==> src/rtl/bpp_pkg.sv <==
// Shared types and constants for the blood pressure CSV parser.
package bpp_pkg;

  localparam int unsigned DataW = 8;
  localparam int unsigned ValW  = 16;
  localparam int unsigned MagW  = 15;
  localparam int unsigned CatW  = 3;
  localparam int unsigned NumFields = 3;

  localparam logic [MagW-1:0] MagMax = 15'd32767;

  // character codes
  localparam logic [DataW-1:0] ChNul   = 8'h00;
  localparam logic [DataW-1:0] ChComma = 8'h2C;
  localparam logic [DataW-1:0] ChPlus  = 8'h2B;
  localparam logic [DataW-1:0] ChMinus = 8'h2D;
  localparam logic [DataW-1:0] ChSpace = 8'h20;
  localparam logic [DataW-1:0] ChTab   = 8'h09;
  localparam logic [DataW-1:0] ChCr    = 8'h0D;
  localparam logic [DataW-1:0] ChZero  = 8'h30;
  localparam logic [DataW-1:0] ChNine  = 8'h39;

  // category thresholds
  localparam logic signed [ValW-1:0] SysLow      = 16'sd90;
  localparam logic signed [ValW-1:0] DiaLow      = 16'sd60;
  localparam logic signed [ValW-1:0] SysDesHi    = 16'sd119;
  localparam logic signed [ValW-1:0] DiaDesHi    = 16'sd79;
  localparam logic signed [ValW-1:0] SysPreLo    = 16'sd120;
  localparam logic signed [ValW-1:0] SysPreHi    = 16'sd139;
  localparam logic signed [ValW-1:0] DiaPreLo    = 16'sd80;
  localparam logic signed [ValW-1:0] DiaPreHi    = 16'sd89;
  localparam logic signed [ValW-1:0] SysSt1Lo    = 16'sd140;
  localparam logic signed [ValW-1:0] SysSt1Hi    = 16'sd159;
  localparam logic signed [ValW-1:0] DiaSt1Lo    = 16'sd90;
  localparam logic signed [ValW-1:0] DiaSt1Hi    = 16'sd99;
  localparam logic signed [ValW-1:0] SysSt2Lo    = 16'sd160;
  localparam logic signed [ValW-1:0] SysSt2Hi    = 16'sd179;
  localparam logic signed [ValW-1:0] DiaSt2Lo    = 16'sd100;
  localparam logic signed [ValW-1:0] DiaSt2Hi    = 16'sd109;
  localparam logic signed [ValW-1:0] SysCrisis   = 16'sd180;
  localparam logic signed [ValW-1:0] DiaCrisis   = 16'sd110;

  typedef enum logic [CatW-1:0] {
    CatHypotension,
    CatDesired,
    CatPrehyper,
    CatStage1,
    CatStage2,
    CatCrisis,
    CatUnknown
  } cat_e;

  typedef struct packed {
    logic signed [ValW-1:0] systolic;
    logic signed [ValW-1:0] diastolic;
    logic signed [ValW-1:0] pulse_rate;
  } bp_vals_t;

endpackage

==> src/rtl/bpp_in_if.sv <==
// Byte input channel: valid/ready with one frame character.
interface bpp_in_if import bpp_pkg::*; ();
  logic             valid;
  logic             ready;
  logic [DataW-1:0] data_byte;
  logic             last_byte;

  modport source (output valid, output data_byte, output last_byte, input ready);
  modport sink   (input valid, input data_byte, input last_byte, output ready);
endinterface

==> src/rtl/bpp_out_if.sv <==
// Result channel: valid/ready with the parsed readings and category.
interface bpp_out_if import bpp_pkg::*; ();
  logic                   valid;
  logic                   ready;
  logic signed [ValW-1:0] systolic;
  logic signed [ValW-1:0] diastolic;
  logic signed [ValW-1:0] pulse_rate;
  logic [CatW-1:0]        category;

  modport source (output valid, output systolic, output diastolic, output pulse_rate,
                  output category, input ready);
  modport sink   (input valid, input systolic, input diastolic, input pulse_rate,
                  input category, output ready);
endinterface

==> src/rtl/bpp_parse.sv <==
// Tokenizer and decimal accumulator; holds the frame parse state.
module bpp_parse import bpp_pkg::*; (
  input  logic             clk_i,
  input  logic             rst_ni,
  input  logic             en_i,
  input  logic [DataW-1:0] data_byte_i,
  input  logic             last_byte_i,
  output bp_vals_t         vals_o
);

  localparam logic [2:0] PhBetween = 3'd0;
  localparam logic [2:0] PhSpace   = 3'd1;
  localparam logic [2:0] PhSign    = 3'd2;
  localparam logic [2:0] PhDigits  = 3'd3;
  localparam logic [2:0] PhSkip    = 3'd4;

  localparam logic [1:0] IdxDone = 2'd3;
  localparam int unsigned AccW = MagW + 4;

  logic [2:0]             phase_q, phase_d;
  logic [1:0]             idx_q, idx_d;
  logic [MagW-1:0]        mag_q, mag_d;
  logic                   neg_q, neg_d;
  logic                   ended_q, ended_d;
  logic signed [ValW-1:0] val_q [NumFields];
  logic signed [ValW-1:0] val_d [NumFields];
  logic signed [ValW-1:0] closed [NumFields];

  logic signed [ValW-1:0] tok_val;
  logic                   close_hit;
  logic [2:0]             ph_eff;
  logic                   is_sp, is_sign, is_dig;
  logic [AccW-1:0]        acc;
  logic [MagW-1:0]        mag_acc;

  assign tok_val   = neg_q ? -$signed({1'b0, mag_q}) : $signed({1'b0, mag_q});
  assign close_hit = (phase_q != PhBetween) && (idx_q != IdxDone);

  always_comb begin
    for (int i = 0; i < NumFields; i++) begin
      closed[i] = (close_hit && idx_q == 2'(i)) ? tok_val : val_q[i];
    end
  end

  assign vals_o.systolic   = closed[0];
  assign vals_o.diastolic  = closed[1];
  assign vals_o.pulse_rate = closed[2];

  assign is_sp   = (data_byte_i == ChSpace) ||
                   (data_byte_i >= ChTab && data_byte_i <= ChCr);
  assign is_sign = (data_byte_i == ChPlus) || (data_byte_i == ChMinus);
  assign is_dig  = (data_byte_i >= ChZero) && (data_byte_i <= ChNine);
  assign ph_eff  = (phase_q == PhBetween) ? PhSpace : phase_q;

  // mag*10 + digit, saturated
  assign acc     = AccW'({mag_q, 3'b000}) + AccW'({mag_q, 1'b0}) + AccW'(data_byte_i[3:0]);
  assign mag_acc = (acc > AccW'(MagMax)) ? MagMax : acc[MagW-1:0];

  always_comb begin
    phase_d = phase_q;
    idx_d   = idx_q;
    mag_d   = mag_q;
    neg_d   = neg_q;
    ended_d = ended_q;
    for (int i = 0; i < NumFields; i++) val_d[i] = val_q[i];

    if (en_i) begin
      if (last_byte_i) begin
        phase_d = PhBetween;
        idx_d   = '0;
        mag_d   = '0;
        neg_d   = 1'b0;
        ended_d = 1'b0;
        for (int i = 0; i < NumFields; i++) val_d[i] = '0;
      end else if (!ended_q) begin
        if (data_byte_i == ChNul || data_byte_i == ChComma) begin
          for (int i = 0; i < NumFields; i++) val_d[i] = closed[i];
          idx_d   = idx_q + 2'(close_hit);
          phase_d = PhBetween;
          mag_d   = '0;
          neg_d   = 1'b0;
          if (data_byte_i == ChNul) ended_d = 1'b1;
        end else if (ph_eff == PhSpace && is_sp) begin
          phase_d = PhSpace;
        end else if (ph_eff == PhSpace && is_sign) begin
          neg_d   = (data_byte_i == ChMinus);
          phase_d = PhSign;
        end else if (ph_eff == PhSpace || ph_eff == PhSign || ph_eff == PhDigits) begin
          if (is_dig) begin
            mag_d   = mag_acc;
            phase_d = PhDigits;
          end else begin
            phase_d = PhSkip;
          end
        end
      end
    end
  end

  always_ff @(posedge clk_i or negedge rst_ni) begin
    if (!rst_ni) begin
      phase_q <= PhBetween;
      idx_q   <= '0;
      mag_q   <= '0;
      neg_q   <= 1'b0;
      ended_q <= 1'b0;
      for (int i = 0; i < NumFields; i++) val_q[i] <= '0;
    end else begin
      phase_q <= phase_d;
      idx_q   <= idx_d;
      mag_q   <= mag_d;
      neg_q   <= neg_d;
      ended_q <= ended_d;
      for (int i = 0; i < NumFields; i++) val_q[i] <= val_d[i];
    end
  end

endmodule

==> src/rtl/bpp_classify.sv <==
// Pressure category from systolic and diastolic readings.
module bpp_classify import bpp_pkg::*; (
  input  logic signed [ValW-1:0] systolic_i,
  input  logic signed [ValW-1:0] diastolic_i,
  output cat_e                   category_o
);

  always_comb begin
    if (systolic_i < SysLow || diastolic_i < DiaLow) begin
      category_o = CatHypotension;
    end else if (systolic_i <= SysDesHi && diastolic_i <= DiaDesHi) begin
      category_o = CatDesired;
    end else if ((systolic_i >= SysPreLo && systolic_i <= SysPreHi) ||
                 (diastolic_i >= DiaPreLo && diastolic_i <= DiaPreHi)) begin
      category_o = CatPrehyper;
    end else if ((systolic_i >= SysSt1Lo && systolic_i <= SysSt1Hi) ||
                 (diastolic_i >= DiaSt1Lo && diastolic_i <= DiaSt1Hi)) begin
      category_o = CatStage1;
    end else if ((systolic_i >= SysSt2Lo && systolic_i <= SysSt2Hi) ||
                 (diastolic_i >= DiaSt2Lo && diastolic_i <= DiaSt2Hi)) begin
      category_o = CatStage2;
    end else if (systolic_i >= SysCrisis || diastolic_i >= DiaCrisis) begin
      category_o = CatCrisis;
    end else begin
      category_o = CatUnknown;
    end
  end

endmodule

==> src/rtl/csv_blood_pressure_parser.sv <==
// Top level: input register, parser state, category logic, result register.
//
//   channel  dir  payload                                    transfer
//   in_i     in   data_byte, last_byte                       valid & ready
//   out_o    out  systolic, diastolic, pulse_rate, category  valid & ready
//
// One byte per cycle sustained unless a last byte waits (see below). A byte is
// registered, then the parser state updates from it; a last byte loads the
// result register in the same cycle as that update, after the input register.
// Reset clears all parse state; the result register is empty after reset.
// A last byte waits in the input register while the result register is full and not taken,
// and holds off the bytes behind it; other bytes never wait.
module csv_blood_pressure_parser import bpp_pkg::*; (
  input  logic       clk_i,
  input  logic       rst_ni,
  bpp_in_if.sink     in_i,
  bpp_out_if.source  out_o
);

  logic             s1_valid_q;
  logic [DataW-1:0] s1_byte_q;
  logic             s1_last_q;
  logic             out_valid_q;
  bp_vals_t         out_vals_q;
  cat_e             out_cat_q;

  logic     out_free;
  logic     s1_adv;
  bp_vals_t vals;
  cat_e     cat;

  assign out_free   = !out_valid_q || out_o.ready;
  assign s1_adv     = s1_valid_q && (!s1_last_q || out_free);
  assign in_i.ready = !s1_valid_q || s1_adv;

  always_ff @(posedge clk_i or negedge rst_ni) begin
    if (!rst_ni) begin
      s1_valid_q <= 1'b0;
    end else if (in_i.ready) begin
      s1_valid_q <= in_i.valid;
    end
  end

  always_ff @(posedge clk_i) begin
    if (in_i.ready && in_i.valid) begin
      s1_byte_q <= in_i.data_byte;
      s1_last_q <= in_i.last_byte;
    end
  end

  bpp_parse u_parse (
    .clk_i       (clk_i),
    .rst_ni      (rst_ni),
    .en_i        (s1_adv),
    .data_byte_i (s1_byte_q),
    .last_byte_i (s1_last_q),
    .vals_o      (vals)
  );

  bpp_classify u_classify (
    .systolic_i  (vals.systolic),
    .diastolic_i (vals.diastolic),
    .category_o  (cat)
  );

  always_ff @(posedge clk_i or negedge rst_ni) begin
    if (!rst_ni) begin
      out_valid_q <= 1'b0;
    end else if (out_free) begin
      out_valid_q <= s1_adv && s1_last_q;
    end
  end

  always_ff @(posedge clk_i) begin
    if (out_free && s1_adv && s1_last_q) begin
      out_vals_q <= vals;
      out_cat_q  <= cat;
    end
  end

  assign out_o.valid      = out_valid_q;
  assign out_o.systolic   = out_vals_q.systolic;
  assign out_o.diastolic  = out_vals_q.diastolic;
  assign out_o.pulse_rate = out_vals_q.pulse_rate;
  assign out_o.category   = out_cat_q;

endmodule
==> src/flat_wrapper.sv <==
// flat-port wrapper written by rule: the top's interface ports become plain ports
module csv_blood_pressure_parser_flat import bpp_pkg::*;
  (clk_i, rst_ni, in_i_valid, in_i_data_byte, in_i_last_byte, in_i_ready, out_o_valid, out_o_systolic, out_o_diastolic, out_o_pulse_rate, out_o_category, out_o_ready);
  bpp_in_if in_i_i ();
  bpp_out_if out_o_i ();
  input  logic clk_i;
  input  logic rst_ni;
  input wire logic [$bits(in_i_i.valid)-1:0] in_i_valid;
  input wire logic [$bits(in_i_i.data_byte)-1:0] in_i_data_byte;
  input wire logic [$bits(in_i_i.last_byte)-1:0] in_i_last_byte;
  output wire logic [$bits(in_i_i.ready)-1:0] in_i_ready;
  output wire logic [$bits(out_o_i.valid)-1:0] out_o_valid;
  output wire logic [$bits(out_o_i.systolic)-1:0] out_o_systolic;
  output wire logic [$bits(out_o_i.diastolic)-1:0] out_o_diastolic;
  output wire logic [$bits(out_o_i.pulse_rate)-1:0] out_o_pulse_rate;
  output wire logic [$bits(out_o_i.category)-1:0] out_o_category;
  input wire logic [$bits(out_o_i.ready)-1:0] out_o_ready;
  assign in_i_i.valid = in_i_valid;
  assign in_i_i.data_byte = in_i_data_byte;
  assign in_i_i.last_byte = in_i_last_byte;
  assign in_i_ready = in_i_i.ready;
  assign out_o_valid = out_o_i.valid;
  assign out_o_systolic = out_o_i.systolic;
  assign out_o_diastolic = out_o_i.diastolic;
  assign out_o_pulse_rate = out_o_i.pulse_rate;
  assign out_o_category = out_o_i.category;
  assign out_o_i.ready = out_o_ready;
  csv_blood_pressure_parser u_core (.clk_i(clk_i), .rst_ni(rst_ni), .in_i(in_i_i), .out_o(out_o_i));
endmodule
==> config.mk <==
export PLATFORM = sky130hd
export DESIGN_NAME = csv_blood_pressure_parser_flat
export DESIGN_NICKNAME = d
export VERILOG_FILES = /design/src/rtl/bpp_pkg.sv /design/src/rtl/bpp_in_if.sv /design/src/rtl/bpp_out_if.sv /design/src/rtl/bpp_parse.sv /design/src/rtl/bpp_classify.sv /design/src/rtl/csv_blood_pressure_parser.sv /design/src/flat_wrapper.sv
export SDC_FILE = /design/constraint.sdc
export NUM_CORES = 1
export LEC_CHECK = 0
export BUFFER_PORTS_ARGS = -buffer_cell sky130_fd_sc_hd__buf_2
export CAP_MARGIN = 20
export CORE_ASPECT_RATIO = 1.5
export CORE_MARGIN = 1
export CORE_UTILIZATION = 56
export CTS_CLUSTER_SIZE = 10
export DETAILED_ROUTE_END_ITERATION = 8
export GPL_ROUTABILITY_DRIVEN = 0
export GPL_TIMING_DRIVEN = 0
export PLACE_DENSITY = 0.78
export SLEW_MARGIN = 20
export SYNTH_ARGS = -nofsm -noshare
export SYNTH_HDL_FRONTEND = slang
export SYNTH_HIERARCHICAL = 1
export SYNTH_SLANG_ARGS = --single-unit
==> constraint.sdc <==
create_clock -name clk_i -period 6.6 [get_ports clk_i]
set_input_delay 0.33 -clock clk_i [delete_from_list [all_inputs] [get_ports clk_i]]
set_output_delay 0.33 -clock clk_i [all_outputs]
set_load 0.05 [all_outputs]
* Yosys cells after proc, flatten, opt, wreduce, memory -nomap -nowiden *
Cells that the tools add are included.

cells by class
  order comparisons = 23
  equality and inequality tests = 13
  $add $sub $neg = 4
  muxes and demuxes = 40
  reductions and logical operators = 51

operators with widths
  cell                                                                number
  two-way mux 48 bit                                                  3
  two-way mux 15 bit                                                  8
  greater-or-equal comparator 16 x 8 -> 1 bit, second input constant  5
  less-or-equal comparator 16 x 8 -> 1 bit, second input constant     5
  two-way mux 16 bit                                                  4
  greater-or-equal comparator 16 x 9 -> 1 bit, second input constant  3
  less-or-equal comparator 16 x 9 -> 1 bit, second input constant     3
  == test 8 x 6 -> 1 bit, second input constant                       4
  two-way mux 3 bit                                                   8
  logical AND 1 bit                                                   20
  adder 18 x 16 -> 19 bit                                             1
  adder 19 x 4 -> 19 bit                                              1
  > comparator 19 x 15 -> 1 bit, second input constant                1
  less-than comparator 16 x 7 -> 1 bit, second input constant         1
  less-than comparator 16 x 8 -> 1 bit, second input constant         1
  negation 15 -> 16 bit                                               1
  two-way mux 2 bit                                                   7
  logical OR 1 bit                                                    13
  nonzero test 3 bit                                                  4
  two-way mux 1 bit                                                   10
  greater-or-equal comparator 8 x 4 -> 1 bit, second input constant   1
  greater-or-equal comparator 8 x 6 -> 1 bit, second input constant   1
  less-or-equal comparator 8 x 4 -> 1 bit, second input constant      1
  less-or-equal comparator 8 x 6 -> 1 bit, second input constant      1
  other kinds (19)                                                    24

storage, ports and cells
  input port bits = 13
  word-level logic and storage cells = 149
  flip-flop bits (word level) = 132
  output and inout bits = 53

* Logic depth before layout (Yosys ltp) *
Gate-level depths: netlist of the first run.

  depth after elaboration = 11
  gate-level depth with buffers = 12
  mapped depth without buffers = 11

* Hierarchy *
Netlist of the first run, hierarchy kept.

modules (own cells, without submodules)
  module                     cells each  sequential area each (sq um)  times used  area an instance (sq um)
  bpp_parse                  597         1,751.7                       1           5,087.4
  csv_blood_pressure_parser  70          1,851.8                       1           1,908.1
  bpp_classify               51          0.0                           1           356.6

* Least setup slack after synthesis of the first run *
OpenSTA, ideal clock, no wires.

  path kind = register -> register
  from = register u_core.out_valid_q (netlist: u_core/out_o.valid)
  to = register u_core.out_cat_q[0] (netlist: u_core/out_o.category[0]) (enable)
  arrival time = 2.948 ns
  cell stages (with the launch flop) = 3
  buffers on the path = 0
  period minus slack after synthesis = 3.407 ns
  required time = 6.140 ns
  setup time = 0.460 ns
  path slack = 3.193 ns
  cells stage by stage = dfrtp_1 -> nor2b_1 -> nor2_1

on the way
  word-level cells in the longest chain between the ends = 6

RTL lines
  item                              RTL line                         RTL
  from (decl)                       csv_blood_pressure_parser.sv:23  logic out_valid_q;
  from (signal assigned)            csv_blood_pressure_parser.sv:70  out_valid_q <= s1_adv && s1_last_q;
  zero test 1 bit *                 csv_blood_pressure_parser.sv:32  assign out_free = !out_valid_q || out_o.ready;
  logical OR 1 bit *                csv_blood_pressure_parser.sv:32
  logical OR 1 bit                  csv_blood_pressure_parser.sv:33  assign s1_adv = s1_valid_q && (!s1_last_q || out_free);
  logical AND 1 bit                 csv_blood_pressure_parser.sv:33
  logical AND 1 bit * (2 in a row)  csv_blood_pressure_parser.sv:75  if (out_free && s1_adv && s1_last_q) begin
  to (signal assigned)              csv_blood_pressure_parser.sv:77  out_cat_q <= cat;
  to (decl)                         csv_blood_pressure_parser.sv:25  cat_e out_cat_q;

Every way passes the cells marked *; elsewhere a longest branch is shown, timed or not.
A chain may end at the register's enable or synchronous reset.

==> key figures, run 1 <==
Outcome
  – Status: finished clean

Critical path
  – CP endpoint kind: flip-flop
  – WS Path Type: reg -> reg
  – Crit path required time: 6750 ps
  – Critical path fanouts, max: 8
  – Setup crit start kind: flip-flop
  – Worst Path Arrival: 4500 ps

Timing
  – Slew @ Worst Pin: 993.8 ps
  – Finish-stage setup viols: 0
  – Setup tns final: 0 ps
  – RSZ-0062 raised after global routing: no
  – Top achievable clock speed: 229.6 MHz
  – Final Hold Fails: 0
  – Layout Skew: 7.943 ps
  – Hold WS: 89.44 ps
  – Tcrit/Tclk final: 0.6600
  – PnR worst setup slack: 2244 ps
  – Slew headroom: 0.3305
  – Slew Viols, Final: 0
  – Fin crit period: 4356 ps

Pwr
  – Power Dens Cells: 242.4 mW/mm^2
  – NetSw: 0.5256 mW
  – Switching share of total power: 0.2544
  – Leakage: 3.700 nW
  – Combinational fraction of design power: 0.107
  – Worst VDD drop: 0.0001283 V
  – Reg power frac: 0.436
  – Internal power: 1.541 mW
  – Clk pwr share: 0.457

Routing
  – Drt total wl: 18500 um
  – DR iter-0 viols: 504
  – Routed len/inst: 19.00 um
  – Final ANT Viol Nets: 0
  – DR vias/cell: 6.511
  – DRC Markers: 0
  – Via count: 6342
  – Drt pass-1 iters: 6

Worst hold path
  – Worst min path class: in -> reg

Synthesis
  – Post-synthesis register bit count: 132
  – Post-synthesis async set-or-reset flop share: 0.5455
  – Post-Synthesis Cells: 718
  – Ys Warns: 6
  – Number of synthesized flops with an enable pin: 60
  – Post-synth top area cell: dfrtp_1
  – Netlist Area Pre-Place: 0.007352 sq mm
  – Sequential element share of the synthesized area: 0.4901
  – Post-synth cell types: 75
  – Syn Area/Cell: 10.24 sq um
  – Synth top area cells: dfrtp_1 25%, edfxtp_1 25%, ha_1 5.3%
  – Syn Nets: 764
  – Yosys top cell area share: 0.2451
  – Top FF cell, synth: dfrtp_1

Layout
  – Post-Layout Cell Count: 974
  – Final net count: 851
  – Share of cells above drive strength 1: 0.1650
  – Syn-to-layout area delta: 15.96%
  – Diode count: 0
  – Most common cell after layout, fill and taps aside: a21oi_1
  – Fillers: 942
  – Commonest non-fill, non-tap cells in the layout: 76 x a21oi_1, 72 x dfrtp_1, 71 x buf_2

Floorplanning
  – Core area: 0.01264 sq mm
  – IO Pins: 66
  – Chip height: 142.3 um
  – # rows: 50
  – Initial core utilization: 0.5818
  – DIE AREA: 0.01360 sq mm
  – Die X: 95.56 um

Clocking
  – Setup Fix Bufs, Post-CTS: 0
  – Sink Count: 132
  – Root Driver: clkbuf_16
  – Inserted Clock Buffers: 17
  – Clk buf depth: 2
  – Skew-Pair Late Insertion Delay: 410 ps
  – CTS H-Tree Depth: 4
  – Worst-path clk slew: 60 ps
  – TritonCTS clock tree: built

Placed design
  – Post-place setup slack: 2371 ps
  – Placed insts: 941
  – Dpl hpwl: 13290 um
  – # port buffers: 65

GRT
  – First-pass GRT wire length: 29700 um
  – Grt total ovfl: 0
  – Vias in the first global route: 6257
  – GRT Util Overall: 0.2870
  – Largest net degree at the start of global routing: 40
  – Initial antenna violation count: 0

Flow run
  – Max-cap violations: 0
## flip-flops by register name, indices dropped and copies added (netlist names)
signal                   cells
u_core/u_parse/phase_q       3
u_core/u_parse/ended_q       1
u_core/out_o.diastolic      16
u_core/u_parse/neg_q         1
u_core/out_o.pulse_rate     16
u_core/out_o.valid           1
u_core/out_o.systolic       16
u_core/s1_last_q             1
u_core/u_parse/val_q        48
u_core/s1_byte_q             8
u_core/out_o.category        3
u_core/u_parse/idx_q         2
u_core/u_parse/mag_q        15
u_core/s1_valid_q            1
## final cells by class
| cell class | instances | area [sq um] | share of cell area |
|---|---|---|---|
| Buffer | 41 | 227.7 | 0.02671 |
| Multi-Input combinational cell | 529 | 3468 | 0.4068 |
| Clock buffer | 19 | 432.9 | 0.05078 |
| Timing Repair Buffer | 68 | 377.9 | 0.04432 |
| Tap cell | 156 | 195.2 | 0.02289 |
| Inverter | 16 | 60.06 | 0.007044 |
| Sequential cell | 132 | 3603 | 0.4227 |
| Clock inverter | 13 | 160.2 | 0.01878 |
## kinds of logic (layout without fill, tap and decap cells)
kind of cell,Yosys count,after routing,share of synthesized area
buf+inv,57,157,0.03914
simple gates,205,205,0.1470
flops,132,132,0.4901
mux,5,5,0.007318
fa+ha+maj,33,33,0.05820
compound gates,263,263,0.2297
xor+xnor,23,23,0.02842
## repair_timing
item | CTS | global route
hold buffers | 1 | 0
setup endpoints to repair | 0 | 0
resized for setup | 0 | 0
endpoints found under the hold margin | 33 | 0
## final timing paths
kind	start	endpoint	slack, ps	cells past startpoint
worst max-delay path	u_core/u_parse/mag_q[4]	u_core/out_o.category[1]	2240	11
worst min-delay path	in_i_data_byte[4]	u_core/s1_byte_q[4]	90	1
worst max register to register	u_core/u_parse/mag_q[4]	u_core/out_o.category[1]	2240	11
worst min register to register	u_core/u_parse/val_q[2]	u_core/u_parse/val_q[2]	480	2
max in group asynchronous	rst_ni	u_core/u_parse/val_q[13]	5610	3
min in group asynchronous	rst_ni	u_core/s1_valid_q	430	2
## metal layers
layer / wire (um) / vias up / track usage
li1: - / 2889 / -
met3: 1035 / 57 / 0.05769
met1: 6791 / 3064 / 0.3065
met2: 9981 / 332 / 0.5180
met4: 695 / 0 / 0.1548
met5: 0 / - / 0
## power by group through the flow
stage	Clock, mW	Sequential (mW)	Combinational, mW
5_1_grt	0.989	0.905	0.235
4_1_cts	0.947	0.902	0.219
6_report	0.943	0.902	0.221
2_1_floorplan	0	0.966	0.102
3_5_place_dp	0	0.917	0.215
3_3_place_gp	0	0.917	0.204
## worst max-delay path, stage by stage (launching register included)
cell and delay, ps:
dfrtp_1 490, or4_4 600, nor4_4 190, nand4_2 200, o21ai_0 240, xor2_1 470, o21ai_0 220, nor4_1 730
nand2_1 230, a211oi_1 470, or3b_1 220, a31oi_1 50
## synthesized netlist by cell type (all sizes together) (6+ instances only)
master / n
dfrtp: 72
o21ai: 73
o211ai: 9
o41ai: 6
a211oi: 7
and3: 17
ha: 31
nand4: 7
edfxtp: 60
inv: 16
clkbuf: 26
a31oi: 14
xor2: 18
buf: 15
a21oi: 76
a21o: 13
nand3: 10
nor3: 11
nor2: 39
nor3b: 11
nand2b: 6
a41oi: 9
a22o: 18
nand2: 70
## through the flow
stage          power (mW)  utilization  area, sq um
2_1_floorplan       1.068            -         7352
3_3_place_gp        1.121       0.6230         7873
3_5_place_dp        1.132       0.6269         7923
4_1_cts             2.068       0.6747         8526
5_1_grt             2.128       0.6747         8526
6_report            2.066       0.6747         8526
No activity file was read; power rests on OpenSTA's default activity.
==> inputs of run 2 (changes only) <==
==> constraint.sdc (replaced) <==
create_clock -name clk_i -period 4.45 [get_ports clk_i]
set_input_delay 0.2225 -clock clk_i [delete_from_list [all_inputs] [get_ports clk_i]]
set_output_delay 0.2225 -clock clk_i [all_outputs]
set_load 0.05 [all_outputs]
==> key figures, run 2 (synthesis results as in run 1) <==
Floorplanning
  – DIE AREA: 0.01360 sq mm (unchanged)
  – Chip height: 142.3 um (unchanged)
  – Die X: 95.56 um (unchanged)
  – # rows: 50 (unchanged)
  – Initial core utilization: 0.5818 (unchanged)
  – Core area: 0.01264 sq mm (unchanged)
  – IO Pins: 66 (unchanged)

Layout
  – Post-Layout Cell Count: 983 (+0.92%)
  – Commonest non-fill, non-tap cells in the layout: 76 x a21oi_1, 72 x dfrtp_1, 71 x buf_2
  – Max reg flops: 48 (unchanged)
  – Largest register by flop count: u_core/u_parse/val_q
  – Diode count: 0 (unchanged)
  – Final net count: 860 (+1.1%)
  – Most common cell after layout, fill and taps aside: a21oi_1
  – Fillers: 934 (-0.85%)
  – Share of cells above drive strength 1: 0.1632 (-0.001796)
  – Syn-to-layout area delta: 17.19%

Clocking
  – Root Driver: clkbuf_16
  – Setup Fix Bufs, Post-CTS: 0 (unchanged)
  – CTS H-Tree Depth: 4 (unchanged)
  – Inserted Clock Buffers: 17 (unchanged)
  – Sink Count: 132 (unchanged)
  – Worst-path clk slew: 60 ps (about the same)
  – Skew-Pair Late Insertion Delay: 410 ps (about the same)
  – TritonCTS clock tree: built
  – Clk buf depth: 2 (unchanged)

Routing
  – Drt pass-1 iters: 9 (+3)
  – DR vias/cell: 6.436 (-1.1%)
  – DR iter-0 viols: 533 (+5.8%)
  – Drt total wl: 18560 um (+0.30%)
  – DRC Markers: 0 (unchanged)
  – Via count: 6327 (-0.24%)
  – Final ANT Viol Nets: 0 (unchanged)
  – Routed len/inst: 18.88 um (-0.62%)

Timing
  – Final Hold Fails: 0 (unchanged)
  – Top achievable clock speed: 231.3 MHz (+0.76%)
  – Slew @ Worst Pin: 991.6 ps (-2.257 ps)
  – RSZ-0062 raised after global routing: no
  – Fin crit period: 4323 ps (-32.96 ps)
  – Slew headroom: 0.3320 (+0.001520)
  – PnR worst setup slack: 127.2 ps (-2117 ps)
  – Tcrit/Tclk final: 0.9714 (+0.3114)
  – Slew Viols, Final: 0 (unchanged)
  – Finish-stage setup viols: 0 (unchanged)
  – Layout Skew: 8.996 ps (+1.053 ps)
  – Setup tns final: 0 ps (unchanged)

Pwr
  – NetSw: 0.7816 mW (+49%)
  – Internal power: 2.290 mW (+49%)
  – Leakage: 3.738 nW (+1.0%)
  – PnR Total Power: 3.072 mW (+49%)
  – Worst VDD drop: 0.0001890 V (+47%)
  – Clk pwr share: 0.456 (about the same)
  – Switching share of total power: 0.2545 (about the same)
  – Power Dens Cells: 356.5 mW/mm^2 (+47%)
  – Reg power frac: 0.435 (about the same)
  – Combinational fraction of design power: 0.109 (+0.002)

GRT
  – Initial antenna violation count: 0 (unchanged)
  – Vias in the first global route: 6298 (+0.66%)
  – Largest net degree at the start of global routing: 40 (unchanged)
  – Grt total ovfl: 0 (unchanged)
  – GRT Util Overall: 0.2891 (+0.002137)
  – First-pass GRT wire length: 29950 um (+0.84%)

Critical path
  – Buffers & Inverters on Critical Path: 0 (unchanged)
  – Setup crit start kind: flip-flop
  – Delay-heaviest family, CP: simple AND/OR/NAND/NOR gates
  – Critical path fanouts, max: 8 (unchanged)
  – Cells along the critical path: or4_4, nor4_4, nand4_2, o21ai_0, xor2_1, o21ai_0, nor4_1, nand2_1, a211oi_1, or3b_1, a31oi_1
  – R2R depth: 11 (unchanged)
  – Worst Path Arrival: 4470 ps (-30 ps)
  – Most frequent cell on the critical path: o21ai_0
  – WS Path Type: reg -> reg
  – Worst path slowest cell: nor4_1
  – CP endpoint kind: flip-flop
  – Crit path required time: 4600 ps (-2150 ps)
  – Number of cells on the critical path: 11 (unchanged)
  – CP max stage delay: 720 ps (about the same)

Placed design
  – Dpl hpwl: 13290 um (unchanged)
  – Post-place setup slack: 220.9 ps (-2150 ps)
  – # port buffers: 65 (unchanged)
  – Placed insts: 941 (unchanged)

Outcome
  – Status: finished clean

Flow run
  – Max-cap violations: 0 (unchanged)

Worst hold path
  – Worst min path class: in -> reg
  – Depth of the worst hold-timing path: 2 (+1)
==> run 2: changes by cell type in the layout (fill, tap and decap cells not counted) <==
cell and change:
dlygate4sd3_1 +9
==> run 2: worst paths after layout <==
kind / start / to / slack (ps)
min in group asynchronous: rst_ni / u_core/s1_valid_q / 310
min reg2reg: u_core/u_parse/val_q[2] / u_core/u_parse/val_q[2] / 480
max reg2reg: u_core/u_parse/mag_q[4] / u_core/out_o.category[1] / 130
max: u_core/u_parse/mag_q[4] / u_core/out_o.category[1] / 130
min: in_i_valid / u_core/s1_valid_q / 20
max in group asynchronous: rst_ni / u_core/u_parse/val_q[13] / 3580
==> run 2: timing repair <==
action,in CTS,in global routing
hold endpoints to repair,42,0
resized for setup,0,0
endpoints found under the setup margin,0,0
hold buffers,10,0
==> run 2: power groups by stage <==
| stage | clock network [mW] | logic, mW | registers (mW) |
|---|---|---|---|
| after floorplan | 0 | 0.152 | 1.43 |
| after global placement | 0 | 0.302 | 1.36 |
| after detailed placement | 0 | 0.319 | 1.36 |
| after CTS | 1.41 | 0.330 | 1.34 |
| after global routing | 1.47 | 0.355 | 1.34 |
| final | 1.40 | 0.334 | 1.34 |
==> run 2: area by class of cell <==
cell class	count	area (sq um)	area share
sequential	132	3603	0.4182
multi-input combinational	529	3468	0.4026
timing repair buffer	77	467.9	0.05431
clock buffer	19	432.9	0.05025
buffer	41	227.7	0.02643
tap	156	195.2	0.02265
clock inverter	13	160.2	0.01859
inverter	16	60.06	0.006971
==> run 2: metal layers <==
layer  vias to the layer above  wire length [um]  track usage
li1                       2903                 -            -
met1                      3058              6924       0.3111
met2                       302              9990       0.5203
met3                        64               934      0.05769
met4                         0               709       0.1548
met5                         -                 0            0
==> run 2: per-stage QoR <==
| stage | utilization | instance area (sq um) | hold slack (ps) |
|---|---|---|---|
| after floorplan | - | 7352 | -73.09 |
| after global placement | 0.6230 | 7873 | 399.6 |
| after detailed placement | 0.6269 | 7923 | 199.8 |
| after CTS | 0.6818 | 8616 | 15.69 |
| after global routing | 0.6818 | 8616 | 16.32 |
| final | 0.6818 | 8616 | 24.24 |
==> run 2: worst register-to-register path, cell delays in order (launching register included) <==
cell and delay (ps):
dfrtp_1 490, or4_4 600, nor4_4 190, nand4_2 200
o21ai_0 240, xor2_1 480, o21ai_0 210, nor4_1 720
nand2_1 220, a211oi_1 450, or3b_1 220, a31oi_1 50
==> inputs of run 3 (changes only) <==
--- a/config.mk
+++ b/config.mk
@@ -6,7 +6,6 @@
 export NUM_CORES = 1
 export LEC_CHECK = 0
 export BUFFER_PORTS_ARGS = -buffer_cell sky130_fd_sc_hd__buf_2
-export CAP_MARGIN = 20
 export CORE_ASPECT_RATIO = 1.5
 export CORE_MARGIN = 1
 export CORE_UTILIZATION = 56
@@ -15,6 +14,7 @@
 export GPL_ROUTABILITY_DRIVEN = 0
 export GPL_TIMING_DRIVEN = 0
 export PLACE_DENSITY = 0.78
+export REMOVE_ABC_BUFFERS = 1
 export SLEW_MARGIN = 20
 export SYNTH_ARGS = -nofsm -noshare
 export SYNTH_HDL_FRONTEND = slang
==> key figures, run 3 (synthesis results as in run 1) <==
Outcome
  – Status: finished clean

Pwr
  – Switching share of total power: 0.2556 (+0.001116)
  – Combinational fraction of design power: 0.101 (-0.008)
  – Internal power: 2.242 mW (-2.1%)
  – Reg power frac: 0.449 (+0.014)
  – PnR Total Power: 3.011 mW (-2.0%)
  – Power Dens Cells: 353.3 mW/mm^2 (-0.91%)
  – Clk pwr share: 0.450 (-0.006)
  – Worst VDD drop: 0.0002889 V (+53%)
  – NetSw: 0.7696 mW (-1.5%)
  – Leakage: 3.684 nW (-1.4%)

Placed design
  – Dpl hpwl: 12110 um (-8.9%)
  – Post-DP Area: 0.007826 sq mm (-1.2%)
  – # port buffers: 65 (unchanged)

Routing
  – Routed met2 length: 9179 um (-8.1%)
  – M1 wire length: 6646 um (-4.0%)
  – Drt total wl: 17600 um (-5.2%)
  – DRC Markers: 0 (unchanged)
  – Top sig layer: met4
  – DR vias/cell: 6.441 (about the same)
  – Routed len/inst: 18.53 um (-1.9%)
  – Drt pass-1 iters: 5 (-4)
  – Met3 routed WL: 933 um (-0.11%)
  – Final ANT Viol Nets: 0 (unchanged)
  – DR iter-0 viols: 389 (-27%)
  – Via count: 6119 (-3.3%)

Timing
  – Tcrit/Tclk final: 0.9279 (-0.04355)
  – Slew Viols, Final: 0 (unchanged)
  – Top achievable clock speed: 242.2 MHz (+4.7%)
  – Final Hold Fails: 0 (unchanged)
  – Fin crit period: 4129 ps (-193.8 ps)
  – Layout Skew: 6.863 ps (-2.134 ps)
  – Slew @ Worst Pin: 1061 ps (+69.20 ps)
  – RSZ-0062 raised after global routing: no
  – Slew headroom: 0.2928 (-0.03915)
  – Finish-stage setup viols: 0 (unchanged)

Clocking
  – TritonCTS clock tree: built
  – Inserted Clock Buffers: 17 (unchanged)
  – Setup Fix Bufs, Post-CTS: 0 (unchanged)
  – CTS H-Tree Depth: 4 (unchanged)
  – Clk buf depth: 2 (unchanged)
  – Worst-path clk slew: 60 ps (about the same)
  – Root Driver: clkbuf_16
  – Skew-Pair Late Insertion Delay: 420 ps (about the same)
  – Sink Count: 132 (unchanged)

Worst hold path
  – Hold worst-path end: u_core/s1_valid_q
  – Worst min path class: in -> reg
  – Depth of the worst hold-timing path: 3 (+1)
  – Hold wc startpoint: out_o_ready

Flow run
  – Max-cap violations: 0 (unchanged)

GRT
  – Vias in the first global route: 6005 (-4.7%)
  – Grt total ovfl: 0 (unchanged)
  – Initial antenna violation count: 0 (unchanged)
  – GRT Util Overall: 0.2791 (-0.009999)
  – Largest net degree at the start of global routing: 58 (+45%)
  – First-pass GRT wire length: 29120 um (-2.7%)

Floorplanning
  – # rows: 50 (unchanged)
  – Chip height: 142.3 um (unchanged)
  – Initial core utilization: 0.5818 (unchanged)
  – DIE AREA: 0.01360 sq mm (unchanged)
  – Core area: 0.01264 sq mm (unchanged)
  – IO Pins: 66 (unchanged)
  – Die X: 95.56 um (unchanged)

Critical path
  – Critical path fanouts, max: 8 (unchanged)
  – RR Endpoint: u_core/out_o.category[1]
  – Reg-to-reg startpoint: u_core/u_parse/mag_q[4]
  – Crit path required time: 4610 ps (about the same)
  – Critical path launch point: u_core/u_parse/mag_q[4]
  – R2R depth: 11 (unchanged)
  – Worst Path Arrival: 4290 ps (-180 ps)
  – Reg-to-reg slack, setup: 320 ps (+190 ps)
  – Setup crit start kind: flip-flop
  – WS Path Type: reg -> reg
  – CP endpoint kind: flip-flop

Layout
  – Syn-to-layout area delta: 15.95%
  – Most common cell after layout, fill and taps aside: a21oi_1
  – Seq. cell area: 0.003603 sq mm (unchanged)
  – Max reg flops: 48 (unchanged)
  – Diode count: 0 (unchanged)
  – Multi-input gate area: 0.003502 sq mm (+0.97%)
  – Commonest non-fill, non-tap cells in the layout: 76 x a21oi_1, 72 x dfrtp_1, 70 x nand2_1
  – Largest register by flop count: u_core/u_parse/val_q
  – Share of cells above drive strength 1: 0.1637 (+0.0004873)
  – Fillers: 915 (-2.0%)
  – Final net count: 827 (-3.8%)
  – Design area: 0.008524 sq mm (-1.1%)
run 3: area by class of cell:
type / instances / share of cell area
inverters: 16 / 0.007045
multi-input cells: 529 / 0.4108
clock buffers: 20 / 0.05240
repair buffers: 85 / 0.06869
well taps: 156 / 0.02290
clock inverters: 12 / 0.01541
flip-flops and latches: 132 / 0.4227
run 3: power by group through the flow:
stage	sequential, mW	clock (mW)	combinational, mW
2_1_floorplan	1.44	0	0.121
3_3_place_gp	1.37	0	0.260
3_5_place_dp	1.37	0	0.289
4_1_cts	1.35	1.37	0.299
5_1_grt	1.36	1.42	0.326
6_report	1.35	1.35	0.304
run 3: per-layer routing:
layer,vias to the layer above,track usage
met3,79,0.06677
li1,2850,-
met4,0,0.1532
met2,243,0.4744
met1,2947,0.3175
met5,-,0
run 3: critical path, stage by stage (launching register included):
cell,delay [ps]
dfrtp_1,480
or4_4,590
nor4_4,200
nand3_1,200
o21ai_0,250
xor2_1,510
o21ai_0,260
nor4_2,510
nand2_1,180
a211oi_1,390
or3b_1,220
a31oi_1,70
run 3: how the worst max path moves through the flow:
| stage | cells past startpoint | end |
|---|---|---|
| finish | 11 | u_core/out_o.category[1] |
| global route | 11 | u_core/out_o.category[1] |
| CTS | 11 | u_core/out_o.category[0] |
| detailed placement | 11 | u_core/out_o.category[0] |
| global placement | 8 | u_core/out_o.category[0] |
| floorplan | 8 | u_core/out_o.category[0] |
run 3: per-stage QoR:
stage / hold slack, ps / worst slack, ps / TNS (ps) / util / instances
floorplan: -73.09 / -420.7 / -1142 / - / 677
global placement: 400.6 / -1980 / -34950 / 0.6050 / 898
detailed placement: 113.7 / 303.8 / 0 / 0.6193 / 907
CTS: 89.63 / 287.2 / 0 / 0.6738 / 950
global route: 120.6 / 86.92 / 0 / 0.6746 / 950
finish: 110.1 / 321.0 / 0 / 0.6746 / 950
run 3: repair_timing:
item | in CTS | in global routing
hold buffers | 11 | 0
resized for setup | 0 | 2
endpoints found under the setup margin | 0 | 9
endpoints found under the hold margin | 29 | 0
